### src/rtl/rs485_frame_deframer_assert.svh
// Assertion macros for the deframer, clocked on clk and held off while rst_n is low.
`ifndef RS485_FRAME_DEFRAMER_ASSERT_SVH
`define RS485_FRAME_DEFRAMER_ASSERT_SVH

`define DFR_ASSERT_SAME(label, ante, cons, msg) \
    label: assert property (@(posedge clk) disable iff (!rst_n) (ante) |-> (cons)) \
        else $error(msg);

`define DFR_ASSERT_NEXT(label, ante, cons, msg) \
    label: assert property (@(posedge clk) disable iff (!rst_n) (ante) |=> (cons)) \
        else $error(msg);

`endif

### src/rtl/rs485_dfr_pkg.sv
package rs485_dfr_pkg;

    localparam int MAX_DATA_DEFAULT = 16;

    localparam logic [7:0] SYNC_A = 8'hF3;
    localparam logic [7:0] SYNC_B = 8'hF5;
    localparam logic [7:0] TAIL_A = 8'hF3;
    localparam logic [7:0] TAIL_B = 8'hFB;

    typedef enum logic [1:0] {
        ST_OK       = 2'd0,
        ST_CSUM_ERR = 2'd1,
        ST_TAIL_ERR = 2'd2,
        ST_LEN_ERR  = 2'd3
    } frame_status_t;

    typedef enum logic [2:0] {
        PH_HUNT1,
        PH_HUNT2,
        PH_LEN,
        PH_DATA,
        PH_CSUM,
        PH_TAIL1,
        PH_TAIL2,
        PH_DRAIN
    } parse_state_t;

    typedef struct packed {
        logic          capture_len;
        logic          capture_data;
        logic          capture_csum;
        logic          capture_tail;
        logic          clear_idx;
        logic          drain_adv;
        logic          emit;
        logic          emit_data;
        logic          emit_len_byte;
        logic          emit_last;
        frame_status_t emit_status;
    } ctl_cmd_t;

    typedef struct packed {
        logic sync_a;
        logic sync_b;
        logic byte_zero;
        logic len_too_big;
        logic count_done;
        logic last_drain;
        logic tail_ok;
        logic sum_ok;
        logic len_zero;
        logic out_free;
    } dp_stat_t;

endpackage

### src/rtl/rs485_dfr_dp.sv
module rs485_dfr_dp
    import rs485_dfr_pkg::*;
#(
    parameter int MAX_DATA = MAX_DATA_DEFAULT
)
(
    input  logic          clk,
    input  logic          rst_n,
    input  logic [7:0]    rx_byte,
    input  ctl_cmd_t      cmd,
    output dp_stat_t      stat,
    input  logic          out_ready,
    output logic          out_valid,
    output logic [7:0]    payload_byte,
    output logic [7:0]    frame_length,
    output frame_status_t status,
    output logic          last
);

    localparam int CW = $clog2(MAX_DATA + 1);
    localparam int AW = (MAX_DATA > 1) ? $clog2(MAX_DATA) : 1;

    logic [7:0]    len_reg, len_next;
    logic [7:0]    sum_reg, sum_next;
    logic [7:0]    csum_reg, csum_next;
    logic [7:0]    tail_reg, tail_next;
    logic [CW-1:0] cnt_reg, cnt_next;
    logic          out_valid_reg, out_valid_next;
    logic [7:0]    out_data_reg;
    logic [7:0]    out_len_reg;
    frame_status_t out_status_reg;
    logic          out_last_reg;
    logic [8:0]    cnt_inc;
    logic [AW-1:0] addr;
    logic [7:0]    store [MAX_DATA];

    assign cnt_inc = 9'(cnt_reg) + 9'd1;
    assign addr    = AW'(cnt_reg);

    always_comb
    begin
        len_next  = cmd.capture_len  ? rx_byte : len_reg;
        csum_next = cmd.capture_csum ? rx_byte : csum_reg;
        tail_next = cmd.capture_tail ? rx_byte : tail_reg;
        sum_next  = sum_reg;
        if (cmd.capture_len)
        begin
            sum_next = rx_byte;
        end
        else if (cmd.capture_data)
        begin
            sum_next = sum_reg + rx_byte;
        end
        cnt_next = cnt_reg;
        if (cmd.capture_len || cmd.clear_idx)
        begin
            cnt_next = '0;
        end
        else if (cmd.capture_data || cmd.drain_adv)
        begin
            cnt_next = CW'(cnt_inc);
        end
        out_valid_next = out_valid_reg;
        if (cmd.emit)
        begin
            out_valid_next = 1'b1;
        end
        else if (out_ready)
        begin
            out_valid_next = 1'b0;
        end
    end

    always_ff @(posedge clk or negedge rst_n)
    begin
        if (!rst_n)
        begin
            len_reg       <= '0;
            sum_reg       <= '0;
            csum_reg      <= '0;
            tail_reg      <= '0;
            cnt_reg       <= '0;
            out_valid_reg <= 1'b0;
        end
        else
        begin
            len_reg       <= len_next;
            sum_reg       <= sum_next;
            csum_reg      <= csum_next;
            tail_reg      <= tail_next;
            cnt_reg       <= cnt_next;
            out_valid_reg <= out_valid_next;
        end
    end

    // hold the result until taken
    always_ff @(posedge clk)
    begin
        if (cmd.emit)
        begin
            out_len_reg    <= cmd.emit_len_byte ? rx_byte : len_reg;
            out_status_reg <= cmd.emit_status;
            out_last_reg   <= cmd.emit_last;
        end
    end

    always_ff @(posedge clk)
    begin
        if (cmd.capture_data)
        begin
            store[addr] <= rx_byte;
        end
        if (cmd.emit)
        begin
            out_data_reg <= cmd.emit_data ? store[addr] : 8'd0;
        end
    end

    always_comb
    begin
        stat.sync_a      = (rx_byte == SYNC_A);
        stat.sync_b      = (rx_byte == SYNC_B);
        stat.byte_zero   = (rx_byte == 8'd0);
        stat.len_too_big = (rx_byte > 8'(MAX_DATA));
        stat.count_done  = (cnt_inc >= {1'b0, len_reg});
        stat.last_drain  = (cnt_inc == {1'b0, len_reg});
        stat.tail_ok     = (tail_reg == TAIL_A) && (rx_byte == TAIL_B);
        stat.sum_ok      = (sum_reg == csum_reg);
        stat.len_zero    = (len_reg == 8'd0);
        stat.out_free    = !out_valid_reg || out_ready;
    end

    assign out_valid    = out_valid_reg;
    assign payload_byte = out_data_reg;
    assign frame_length = out_len_reg;
    assign status       = out_status_reg;
    assign last         = out_last_reg;

endmodule

### src/rtl/rs485_dfr_ctrl.sv
module rs485_dfr_ctrl
    import rs485_dfr_pkg::*;
(
    input  logic     clk,
    input  logic     rst_n,
    input  logic     in_valid,
    output logic     in_ready,
    input  dp_stat_t stat,
    output ctl_cmd_t cmd
);

    parse_state_t state_reg, state_next;
    logic         acc;

    always_ff @(posedge clk or negedge rst_n)
    begin
        if (!rst_n)
        begin
            state_reg <= PH_HUNT1;
        end
        else
        begin
            state_reg <= state_next;
        end
    end

    always_comb
    begin
        case (state_reg)
            PH_LEN, PH_TAIL2: in_ready = stat.out_free;
            PH_DRAIN:         in_ready = 1'b0;
            default:          in_ready = 1'b1;
        endcase
        acc        = in_valid && in_ready;
        state_next = state_reg;
        cmd        = '0;
        cmd.emit_status = ST_OK;
        cmd.emit_last   = 1'b1;
        case (state_reg)
            PH_HUNT1:
            begin
                if (acc)
                begin
                    state_next = stat.sync_a ? PH_HUNT2 : PH_HUNT1;
                end
            end
            PH_HUNT2:
            begin
                if (acc)
                begin
                    if (stat.sync_b)
                    begin
                        state_next = PH_LEN;
                    end
                    else if (stat.sync_a)
                    begin
                        state_next = PH_HUNT2;
                    end
                    else
                    begin
                        state_next = PH_HUNT1;
                    end
                end
            end
            PH_LEN:
            begin
                if (acc)
                begin
                    cmd.capture_len = 1'b1;
                    if (stat.len_too_big)
                    begin
                        cmd.emit          = 1'b1;
                        cmd.emit_len_byte = 1'b1;
                        cmd.emit_status   = ST_LEN_ERR;
                        state_next        = PH_HUNT1;
                    end
                    else if (stat.byte_zero)
                    begin
                        state_next = PH_CSUM;
                    end
                    else
                    begin
                        state_next = PH_DATA;
                    end
                end
            end
            PH_DATA:
            begin
                if (acc)
                begin
                    cmd.capture_data = 1'b1;
                    if (stat.count_done)
                    begin
                        state_next = PH_CSUM;
                    end
                end
            end
            PH_CSUM:
            begin
                if (acc)
                begin
                    cmd.capture_csum = 1'b1;
                    state_next       = PH_TAIL1;
                end
            end
            PH_TAIL1:
            begin
                if (acc)
                begin
                    cmd.capture_tail = 1'b1;
                    state_next       = PH_TAIL2;
                end
            end
            PH_TAIL2:
            begin
                if (acc)
                begin
                    state_next = PH_HUNT1;
                    if (!stat.tail_ok)
                    begin
                        cmd.emit        = 1'b1;
                        cmd.emit_status = ST_TAIL_ERR;
                    end
                    else if (!stat.sum_ok)
                    begin
                        cmd.emit        = 1'b1;
                        cmd.emit_status = ST_CSUM_ERR;
                    end
                    else if (stat.len_zero)
                    begin
                        cmd.emit = 1'b1;
                    end
                    else
                    begin
                        cmd.clear_idx = 1'b1;
                        state_next    = PH_DRAIN;
                    end
                end
            end
            PH_DRAIN:
            begin
                // advance one stored byte per free output slot
                if (stat.out_free)
                begin
                    cmd.emit      = 1'b1;
                    cmd.emit_data = 1'b1;
                    cmd.emit_last = stat.last_drain;
                    cmd.drain_adv = 1'b1;
                    if (stat.last_drain)
                    begin
                        state_next = PH_HUNT1;
                    end
                end
            end
            default:
            begin
                state_next = PH_HUNT1;
            end
        endcase
    end

endmodule

### src/rtl/rs485_frame_deframer.sv
// Output: a length error shows in the cycle after the length byte is taken, a bad or
// empty frame in the cycle after the second tail byte; a good frame passes the drain
// state and the output register, its N results at one per cycle while m_tready is high.
// Throughput: one byte per cycle while parsing and the output is free; none during a drain.
// Reset: rst_n clears the parser to sync hunting and empties the output register.
`include "rs485_frame_deframer_assert.svh"

module rs485_frame_deframer
    import rs485_dfr_pkg::*;
#(
    parameter int MAX_DATA = MAX_DATA_DEFAULT
)
(
    input  logic        clk,
    input  logic        rst_n,
    input  logic        s_tvalid,
    output logic        s_tready,
    input  logic [7:0]  s_tdata,   // [7:0] rx_byte
    output logic        m_tvalid,
    input  logic        m_tready,
    output logic [15:0] m_tdata,   // [7:0] payload_byte, [15:8] frame_length
    output logic [1:0]  m_tuser,   // [1:0] status
    output logic        m_tlast
);

    ctl_cmd_t      cmd;
    dp_stat_t      stat;
    logic [7:0]    payload_byte;
    logic [7:0]    frame_length;
    frame_status_t status;

    rs485_dfr_ctrl u_ctrl (
        .clk      (clk),
        .rst_n    (rst_n),
        .in_valid (s_tvalid),
        .in_ready (s_tready),
        .stat     (stat),
        .cmd      (cmd)
    );

    rs485_dfr_dp #(
        .MAX_DATA (MAX_DATA)
    ) u_dp (
        .clk          (clk),
        .rst_n        (rst_n),
        .rx_byte      (s_tdata),
        .cmd          (cmd),
        .stat         (stat),
        .out_ready    (m_tready),
        .out_valid    (m_tvalid),
        .payload_byte (payload_byte),
        .frame_length (frame_length),
        .status       (status),
        .last         (m_tlast)
    );

    assign m_tdata = {frame_length, payload_byte};
    assign m_tuser = status;

    `DFR_ASSERT_SAME(a_err_is_last, m_tvalid && (m_tuser != ST_OK), m_tlast, "error result not last")
    `DFR_ASSERT_SAME(a_err_zero_data, m_tvalid && (m_tuser != ST_OK), m_tdata[7:0] == 8'd0, "error result carries data")
    `DFR_ASSERT_NEXT(a_drain_blocks_input, cmd.emit && cmd.emit_data && !cmd.emit_last, !s_tready, "input taken mid drain")

endmodule
### config.mk
export PLATFORM = sky130hd
export DESIGN_NAME = rs485_frame_deframer
export DESIGN_NICKNAME = d
export VERILOG_FILES = /design/src/rtl/rs485_dfr_pkg.sv /design/src/rtl/rs485_dfr_dp.sv /design/src/rtl/rs485_dfr_ctrl.sv /design/src/rtl/rs485_frame_deframer.sv
export VERILOG_INCLUDE_DIRS = /design/src /design/src/rtl
export SDC_FILE = /design/constraint.sdc
export NUM_CORES = 1
export LEC_CHECK = 0
export ABC_AREA = 1
export BUFFER_PORTS_ARGS = -buffer_cell sky130_fd_sc_hd__clkbuf_2
export CORE_MARGIN = 5
export CORE_UTILIZATION = 55
export DETAILED_ROUTE_END_ITERATION = 8
export GPL_TIMING_DRIVEN = 0
export PLACE_DENSITY = 0.77
export SYNTH_ARGS = -nofsm -noshare
export SYNTH_HDL_FRONTEND = slang
export SYNTH_SLANG_ARGS = --single-unit
### constraint.sdc
create_clock -name clk -period 4.8 [get_ports clk]
set_clock_uncertainty 0.2 [all_clocks]
set_input_delay 0.48 -clock clk [delete_from_list [all_inputs] [get_ports clk]]
set_output_delay 0.48 -clock clk [all_outputs]
set_load 0.02 [all_outputs]
; After elaboration in Yosys (flattened, before gate mapping)
; Memories as Yosys holds them, arrays and structs flattened. A register that Yosys moved wholly into a read port is not among the register bits.
; Cells that the tools add are included.
[op_classes]
mux = 55
eq_ne = 23
reduce_logical = 16
add_sub_neg = 2
order_cmp = 2
[ops]
columns = operator, n
row1 = $mux 3, 17
row2 = $eq 8x8->1 const B, 4
row3 = $mux 1, 25
row4 = $mux 8, 3
row5 = $pmux 3 s8, 1
row6 = $ne 2x1->1 const B, 9
row7 = $logic_not 8->1, 2
row8 = $eq 3x3->1 const B, 4
row9 = $mux 5, 2
row10 = $reduce_and 10->1, 1
row11 = $eq 9x8->1, 1
row12 = $ge 9x8->1, 1
row13 = $add 8x8->8, 1
row14 = $eq 8x8->1, 1
row15 = $gt 8x5->1 const B, 1
row16 = $mux 2, 4
row17 = $add 5x1->6 const B, 1
row18 = $eq 3x2->1 const B, 2
row19 = $reduce_bool 2->1, 3
row20 = $pmux 2 s2, 1
row21 = $eq 3x1->1 const B, 1
row22 = $logic_not 3->1, 1
row23 = $logic_or 1x1->1, 3
row24 = $pmux 1 s3, 1
row25 = other kinds (6), 8
[word_totals]
elab_cells = 109
reg_bits = 52
ram_bits = 128
n_memories = 1
inputBits = 12
[memory_table]
columns = name, depth, width, rd, rd_ports_with_merged_regs, write_ports, line
row1 = u_dp.store, 16, 8, 1, 1, 1, rs485_dfr_dp.sv:35  ; logic [7:0] store [MAX_DATA];

; Depth between registers and ports, before layout
; Gate-level depths: netlist of run 1.
[logic_depth]
depth_word = 9
depth_mapped = 18
ltp_nobuf = 17

; By module
; A second synthesis of run 1 with hierarchy kept.
[hier_totals]
cells_unflattened = 986
hier_area_um2 = 9076.2
[by_module_without_submodules]
columns = mod, instances, cells_per_inst, seq_area_each_um2, area_each_um2
row1 = rs485_dfr_dp, 1, 897, 5365.1, 8579.5
row2 = rs485_dfr_ctrl, 1, 89, 75.1, 496.7

; Least setup slack after synthesis of run 1
; Ideal clock, no wire load.
[synth_timing]
path_type = reg2reg
start = register u_dp.cnt_reg[2]
end = register u_ctrl.state_reg[0]
arrival_ns = 2.116
required_time_ns = 4.535
path_buffers = 1
path_stages_with_launch = 16
path_slack_ns = 2.419
setup_ns = 0.065
period_less_slack_ns = 2.381
cell_sequence = dfrtp_1 clkbuf_1 nor2_1 inv_1 nand3_1 inv_1 ha_1 nand2_1 nor2_1 and2_1 nand3_1 nand2_1 inv_1 a21oi_1 nand2_1 nand2_1
[synth_between]
elab_chain_len = 4
elab_cells_between_ends = 6
[synth_lines]
columns = element, line
row1 = "start, declared", rs485_dfr_dp.sv:27  ; logic [CW-1:0] cnt_reg, cnt_next;
row2 = "start signal, assigned", rs485_dfr_dp.sv:91  ; cnt_reg <= cnt_next;
row3 = $add 5x1->6 (*), rs485_dfr_dp.sv:37  ; assign cnt_inc = 9'(cnt_reg) + 9'd1;
row4 = $ge 9x8->1 / $eq 9x8->1 (equally long branches), "rs485_dfr_dp.sv:125, rs485_dfr_dp.sv:126"
row5 = $ne 2x2->1 (no line) / $ne 2x1->1 (equally long branches), -
row6 = $reduce_and 10->1 (no line) (*), -
row7 = "end signal, assigned", rs485_dfr_ctrl.sv:23  ; state_reg <= state_next;
row8 = "end, declared", rs485_dfr_ctrl.sv:12  ; parse_state_t state_reg, state_next;
; Every way passes the cells marked *; elsewhere a longest branch is shown, timed or not.
; A chain may end at the register's enable or synchronous reset.

==> metrics.md, run 1 <==
| Metric | Value |
|---|---|
| Status | `complete, no violations` |
| Routed vias/inst | `5.82` |
| Min cycle time layout | `3.11 ns` |
| Hold Buf Count CTS | `0` |
| First-pass GRT wire length | `31100 µm` |
| Final setup TNS | `0 ns` |
| Worst-path clk slew | `0.06 ns` |
| Htree depth | `4` |
| Post-synth EDFFs | `147` |
| Initial Utilization | `56.1%` |
| Seq/Total Area, Yosys | `63.8%` |
| Worst vdd ir | `0.243 mV` |
| Area share of the largest cell type after synthesis | `51.7%` |
| Largest net degree at the start of global routing | `42` |
| Die W | `135 µm` |
| Most common cell in the netlist | `nand2_1` |
| Metal1 wirelength | `8330 µm` |
| Max Clock Freq | `321 MHz` |
| Synth Net Count | `852` |
| Die height | `135 µm` |
| Setup violators final | `0` |
| GRT Overall Usage | `22.8%` |
| Post-synth top cells | `176 x nand2_1, 147 x edfxtp_1, 112 x nor2_1` |
| Max layer used | `met4` |
| Mean routed wirelength per cell | `18.7 µm` |
| Crit. End Element | `flop` |
| Filler cell count | `1188` |
| Cell variety after synth | `37` |
| Dpl hpwl | `13200 µm` |
| Ys Warns | `0` |
| Critical Path RT | `4.43 ns` |
| Power, Total | `3.23 mW` |
| Vias in the first global route | `5823` |
| Syn Std Cell Area | `8530 µm²` |
| Leading area contributor after synthesis | `edfxtp_1` |
| Area contributors post-synth | `edfxtp_1 52%, dfrtp_1 12%, nand2_1 7.7%, o21ai_0 5.0%, nor2_1 4.9%` |
| CTS tree | `yes` |
| Worst-Skew Late Latency | `0.43 ns` |
| Met3 wire length | `1610 µm` |
| Initial antenna violation count | `0` |
| Synthesis-to-finish area growth | `11.6%` |
| GR Overflow Total | `0` |
| Nets | `904` |
| RSZ-0062 raised after global routing | `no` |
| Max reg flops | `128` |
| Post-CTS setup buffers | `0` |
| WP data arrival | `2.75 ns` |
| Synth Register Bits | `188` |
| Post-synth ARST share | `21.8%` |
| Slew at the pin with the worst max-slew slack | `1.38 ns` |
| Met2 WL | `9560 µm` |
| PortBufs | `32` |
| Ant diodes | `0` |
| Power per cell area | `339 nW/µm²` |
| Post-layout util | `62.7%` |
| DRC viols | `0` |
| Drt total wl | `20100 µm` |
| Slew Viols, Final | `0` |
| Hold WS | `0.00736 ns` |
| Layout cells sized above 1 | `12.1%` |
| HP Class | `in -> async` |
| Cts bufs inserted | `17` |
| Max Cap Viol | `0` |
| Ys flop type | `edfxtp_1` |
| Gate Count Post-Synth | `822` |
| Setup CP Type | `in -> reg` |
| Root Buffer | `clkbuf_16` |
| Clock Tree Buf Depth | `2` |
| Final hold vios | `0` |
| Fin crit share | `64.9%` |
| Top reg by flops | `u_dp.store` |
| Antenna viol nets, final | `0` |
| Syn avg cell area | `10.4 µm²` |
| CP Launch Type | `input port` |
| Final GP Congestion | `0.893` |
| Max-slew headroom | `7.08%` |
| DRT iter0 DRCs | `569` |
| Area of the die | `18100 µm²` |
| Via Count | `6256` |
| Lkg Pwr | `3.84 nW` |
| Cell Rows | `45` |
| I/O pin cnt | `33` |
| Drt pass-1 iters | `6` |
| PostCTS Resize Cnt | `0` |
| CTS Sinks | `188` |
| Crit path max fanout | `22` |
| Placeable Area | `15200 µm²` |
critical path, cell delays in order:
cell      delay (ns)
clkbuf_2        0.45
inv_2           0.14
nor2_1          0.12
nand2_1         0.07
nor2_1          0.08
nand2_1         0.13
nor2_2          0.20
nand2_1         0.09
nand2_1         0.11
nand3_1         0.87
cell families (layout without fill, tap and decap cells):
| kind of cell | Yosys count | after routing | synth area share [%] |
|---|---|---|---|
| adder cells (fa/ha/maj) | 18 | 18 | 2.73 |
| AND/OR/NAND/NOR | 364 | 364 | 18.5 |
| AO/OA/AOI/OAI | 146 | 146 | 9.47 |
| flip-flops | 188 | 188 | 63.8 |
| buffers and inverters | 101 | 166 | 5.01 |
| XOR/XNOR | 5 | 5 | 0.513 |
routing by layer:
layer,vias up,track usage (%)
li1,2929,-
met1,2979,31.3
met2,294,35.8
met3,54,4.47
met4,0,9.56
met5,-,0
cell type report:
type	instances	area (µm²)	area share (%)
clock buffer	19	433	4.54
sequential	188	5440	57.1
inverter	72	283	2.97
tap	188	235	2.47
multi-input combinational	533	2670	28.0
timing repair buffer	33	168	1.76
clock inverter	13	158	1.65
buffer	29	145	1.52
layout by cell type, fill, tap and decap left out, types with 5 or more instances in the layout:
cell	count
clkbuf_16	17
inv_1	63
dfrtp_1	41
inv_2	7
nand3_1	33
o21ai_1	7
ha_1	17
nand2_1	176
and2_1	10
nand4_1	12
clkbuf_2	32
o21ai_0	86
edfxtp_1	147
nor2_1	112
buf_2	11
o21ai_2	5
a21oi_1	8
clkbuf_1	17
o22ai_1	32
through the flow:
stage	std cells	instance area, µm²	setup WS, ns
final	1075	9530	1.69
after global routing	1075	9530	1.48
after global placement	1042	8930	1.39
after detailed placement	1042	8930	1.37
after CTS	1074	9520	1.76
after floorplan	822	8530	2.42
where the power goes:
group          switching, mW  leakage (nW)  internal, mW  total (mW)
Sequential          0.000159          1.84          1.75        1.75
Combinational         0.0553          1.73        0.0144      0.0697
Clock                  0.626         0.279         0.781        1.41
Total                  0.681          3.84          2.55        3.23
path summary, 6_finish.rpt:
kind / from / to / slack (ns) / depth (start not counted)
setup / recovery: s_tdata[3] / u_dp.status[1] / 1.69 / 10
hold / removal: rst_n / u_ctrl.state_reg[2] / 0.007 / 1
setup reg to reg: u_dp.sum_reg[6] / u_dp.status[1] / 1.77 / 9
hold reg to reg: u_dp.tail_reg[7] / u_dp.tail_reg[7] / 0.29 / 2
max in group asynchronous: rst_n / u_dp.sum_reg[7] / 3.74 / 1
min in group clk: m_tready / u_dp.out_valid / 0.24 / 4
Power figures use the tool's default switching activity.
==> run 2, diff against run 1 <==
--- a/config.mk
+++ b/config.mk
@@ -12,7 +12,7 @@
 export CORE_UTILIZATION = 55
 export DETAILED_ROUTE_END_ITERATION = 8
 export GPL_TIMING_DRIVEN = 0
-export PLACE_DENSITY = 0.77
+export PLACE_DENSITY = 0.8
 export SYNTH_ARGS = -nofsm -noshare
 export SYNTH_HDL_FRONTEND = slang
 export SYNTH_SLANG_ARGS = --single-unit
==> constraint.sdc (replaced) <==
create_clock -name clk -period 2.6 [get_ports clk]
set_clock_uncertainty 0.2 [all_clocks]
set_input_delay 0.26 -clock clk [delete_from_list [all_inputs] [get_ports clk]]
set_output_delay 0.26 -clock clk [all_outputs]
set_load 0.02 [all_outputs]
==> run 2 against run 1 <==
Sequential cell count unchanged. Setup slack lost 1.6 ns. Final area is 1.3% higher. Largest power group unchanged.
==> metrics.md, run 2 (same netlist as run 1, synthesis figures left out) <==
| Metric | Value |
|---|---|
| Status | `complete, no violations (unchanged)` |
| Power per cell area | `607 nW/µm² (was 339 nW/µm²)` |
| Min cycle time layout | `2.49 ns` |
| Cell count after placement | `1042 (unchanged)` |
| Die W | `135 µm (unchanged)` |
| Cell Rows | `45 (unchanged)` |
| Routed vias/inst | `5.77 (was 5.82)` |
| PortBufs | `32 (unchanged)` |
| Flop2flop setup slack | `0.11 ns (was 1.77 ns)` |
| DRT iter0 DRCs | `747 (was 569)` |
| Max reg flops | `128 (unchanged)` |
| Drt pass-1 iters | `5 (was 6)` |
| Setup CP Type | `reg -> reg (was in -> reg)` |
| Via Count | `6230 (was 6256)` |
| Antenna viol nets, final | `0 (unchanged)` |
| Top reg by flops | `u_dp.store (unchanged)` |
| Cts bufs inserted | `17 (unchanged)` |
| GR Overflow Total | `0 (unchanged)` |
| Slew Viols, Final | `0 (unchanged)` |
| Pre-CTS WS | `-0.511 ns (was 1.37 ns)` |
| Fin crit share | `95.9%` |
| Layout cells sized above 1 | `15.5% (was 12.1%)` |
| Leading cell type in the layout, fill and taps excluded | `nand2_1 (unchanged)` |
| Largest net degree at the start of global routing | `42 (unchanged)` |
| Worst-Skew Late Latency | `0.44 ns (was 0.43 ns)` |
| Initial Utilization | `56.1% (unchanged)` |
| Clock Tree Buf Depth | `2 (unchanged)` |
| Critical Path RT | `2.77 ns (was 4.43 ns)` |
| Area of the die | `18100 µm² (unchanged)` |
| Final hold vios | `0 (unchanged)` |
| Setup violators final | `0 (unchanged)` |
| Placed Instance Area | `8930 µm² (unchanged)` |
| Max Cap Viol | `0 (unchanged)` |
| Vias in the first global route | `5990 (was 5823)` |
| Post-layout util | `63.5% (was 62.7%)` |
| Max Clock Freq | `401 MHz` |
| Worst vdd ir | `0.487 mV (was 0.243 mV)` |
| DRC viols | `0 (unchanged)` |
| Power, Total | `5.86 mW (was 3.23 mW)` |
| Htree depth | `4 (unchanged)` |
| RSZ-0062 raised after global routing | `yes (was no)` |
| Final setup TNS | `0 ns (unchanged)` |
| Worst-path clk slew | `0.07 ns (was 0.06 ns)` |
| CP Launch Type | `flop (was input port)` |
| Root Buffer | `clkbuf_16 (unchanged)` |
| Synthesis-to-finish area growth | `13.1% (was 11.6%)` |
| CTS tree | `yes (unchanged)` |
| WP data arrival | `2.67 ns (was 2.75 ns)` |
| Max-slew headroom | `29.0% (was 7.08%)` |
| CTS Sinks | `188 (unchanged)` |
| Crit. End Element | `flop (unchanged)` |
| Hold WS | `0.169 ns (was 0.00736 ns)` |
| Placeable Area | `15200 µm² (unchanged)` |
| Crit path max fanout | `10 (was 22)` |
| Slew at the pin with the worst max-slew slack | `1.06 ns (was 1.38 ns)` |
| HP Class | `in -> reg (was in -> async)` |
| I/O pin cnt | `33 (unchanged)` |
| Die height | `135 µm (unchanged)` |
| GRT Overall Usage | `23.4% (was 22.8%)` |
| Initial antenna violation count | `0 (unchanged)` |
| Drt total wl | `20400 µm (was 20100 µm)` |
| Count of non-filler cells in the finished layout | `1079 (was 1075)` |
| Most frequent cells in the layout | `175 x nand2_1, 147 x edfxtp_1, 98 x nor2_1, 86 x o21ai_0, 62 x inv_1 (was 176 x nand2_1, 147 x edfxtp_1, 112 x nor2_1, 86 x o21ai_0, 63 x inv_1)` |
| First-pass GRT wire length | `32000 µm (was 31100 µm)` |
| Lkg Pwr | `3.89 nW (was 3.84 nW)` |
| Final WS setup | `0.107 ns (was 1.69 ns)` |
| Final GP Congestion | `0.921 (was 0.893)` |
| Nets | `907 (was 904)` |
| Dpl hpwl | `13100 µm (was 13200 µm)` |
| Fin area | `9650 µm² (was 9530 µm²)` |
| Mean routed wirelength per cell | `18.9 µm (was 18.7 µm)` |
[run 2: critical path: stages, from the launching register on]
cell and delay, ns:
dfrtp_2 0.47, nand2_2 0.17, inv_4 0.09, nand2_1 0.10, xor2_1 0.16, inv_1 0.08
ha_1 0.30, nand2_1 0.08, nor2_2 0.14, and2_1 0.15, nand3_1 0.07, nand2_1 0.09
inv_1 0.06, a21oi_2 0.15, nand2_1 0.07, nand2_1 0.06
[run 2: final cells by class]
| cell class | instances | area [µm²] |
|---|---|---|
| Buffer | 25 | 140 |
| Fill cell | 1135 | 5550 |
| Tap cell | 188 | 235 |
| Timing Repair Buffer | 40 | 225 |
| Sequential cell | 188 | 5450 |
| Inverter | 72 | 288 |
| Clock inverter | 14 | 138 |
| Clock buffer | 18 | 429 |
| Antenna cell | 1 | 2.50 |
| Multi-Input combinational cell | 533 | 2750 |
[run 2: final timing paths]
| kind | startpoint | endpoint | cells after the start |
|---|---|---|---|
| min reg2reg | u_dp.tail_reg[0] | u_dp.tail_reg[0] | 2 |
| max | u_dp.cnt_reg[2] | u_ctrl.state_reg[1] | 15 |
| min in group asynchronous | rst_n | u_dp.out_valid | 2 |
| min | s_tvalid | u_dp.tail_reg[0] | 4 |
| max in group asynchronous | rst_n | u_dp.cnt_reg[1] | 2 |
| max reg2reg | u_dp.cnt_reg[2] | u_ctrl.state_reg[1] | 15 |
[run 2: repair_timing]
item	4_1_cts	5_1_grt
buffers inserted	3	3
pin swaps	0	0
gates resized for setup	17	23
endpoints found under the setup margin	111	126
hold buffers	2	0
endpoints found under the hold margin	42	0
[run 2: power by group]
group / switching (mW) / internal (mW)
registers: 0.000317 / 3.24
logic: 0.105 / 0.0288
clock network: 1.15 / 1.34
[run 2: per-layer routing]
metal  part of all wire [%]  track usage, %  vias to the layer above
li1                       -               -                     2928
met1                     41            31.4                     2950
met2                     48            36.3                      296
met3                    7.7            5.40                       56
met4                    3.3            11.4                        0
met5                      0               0                        -
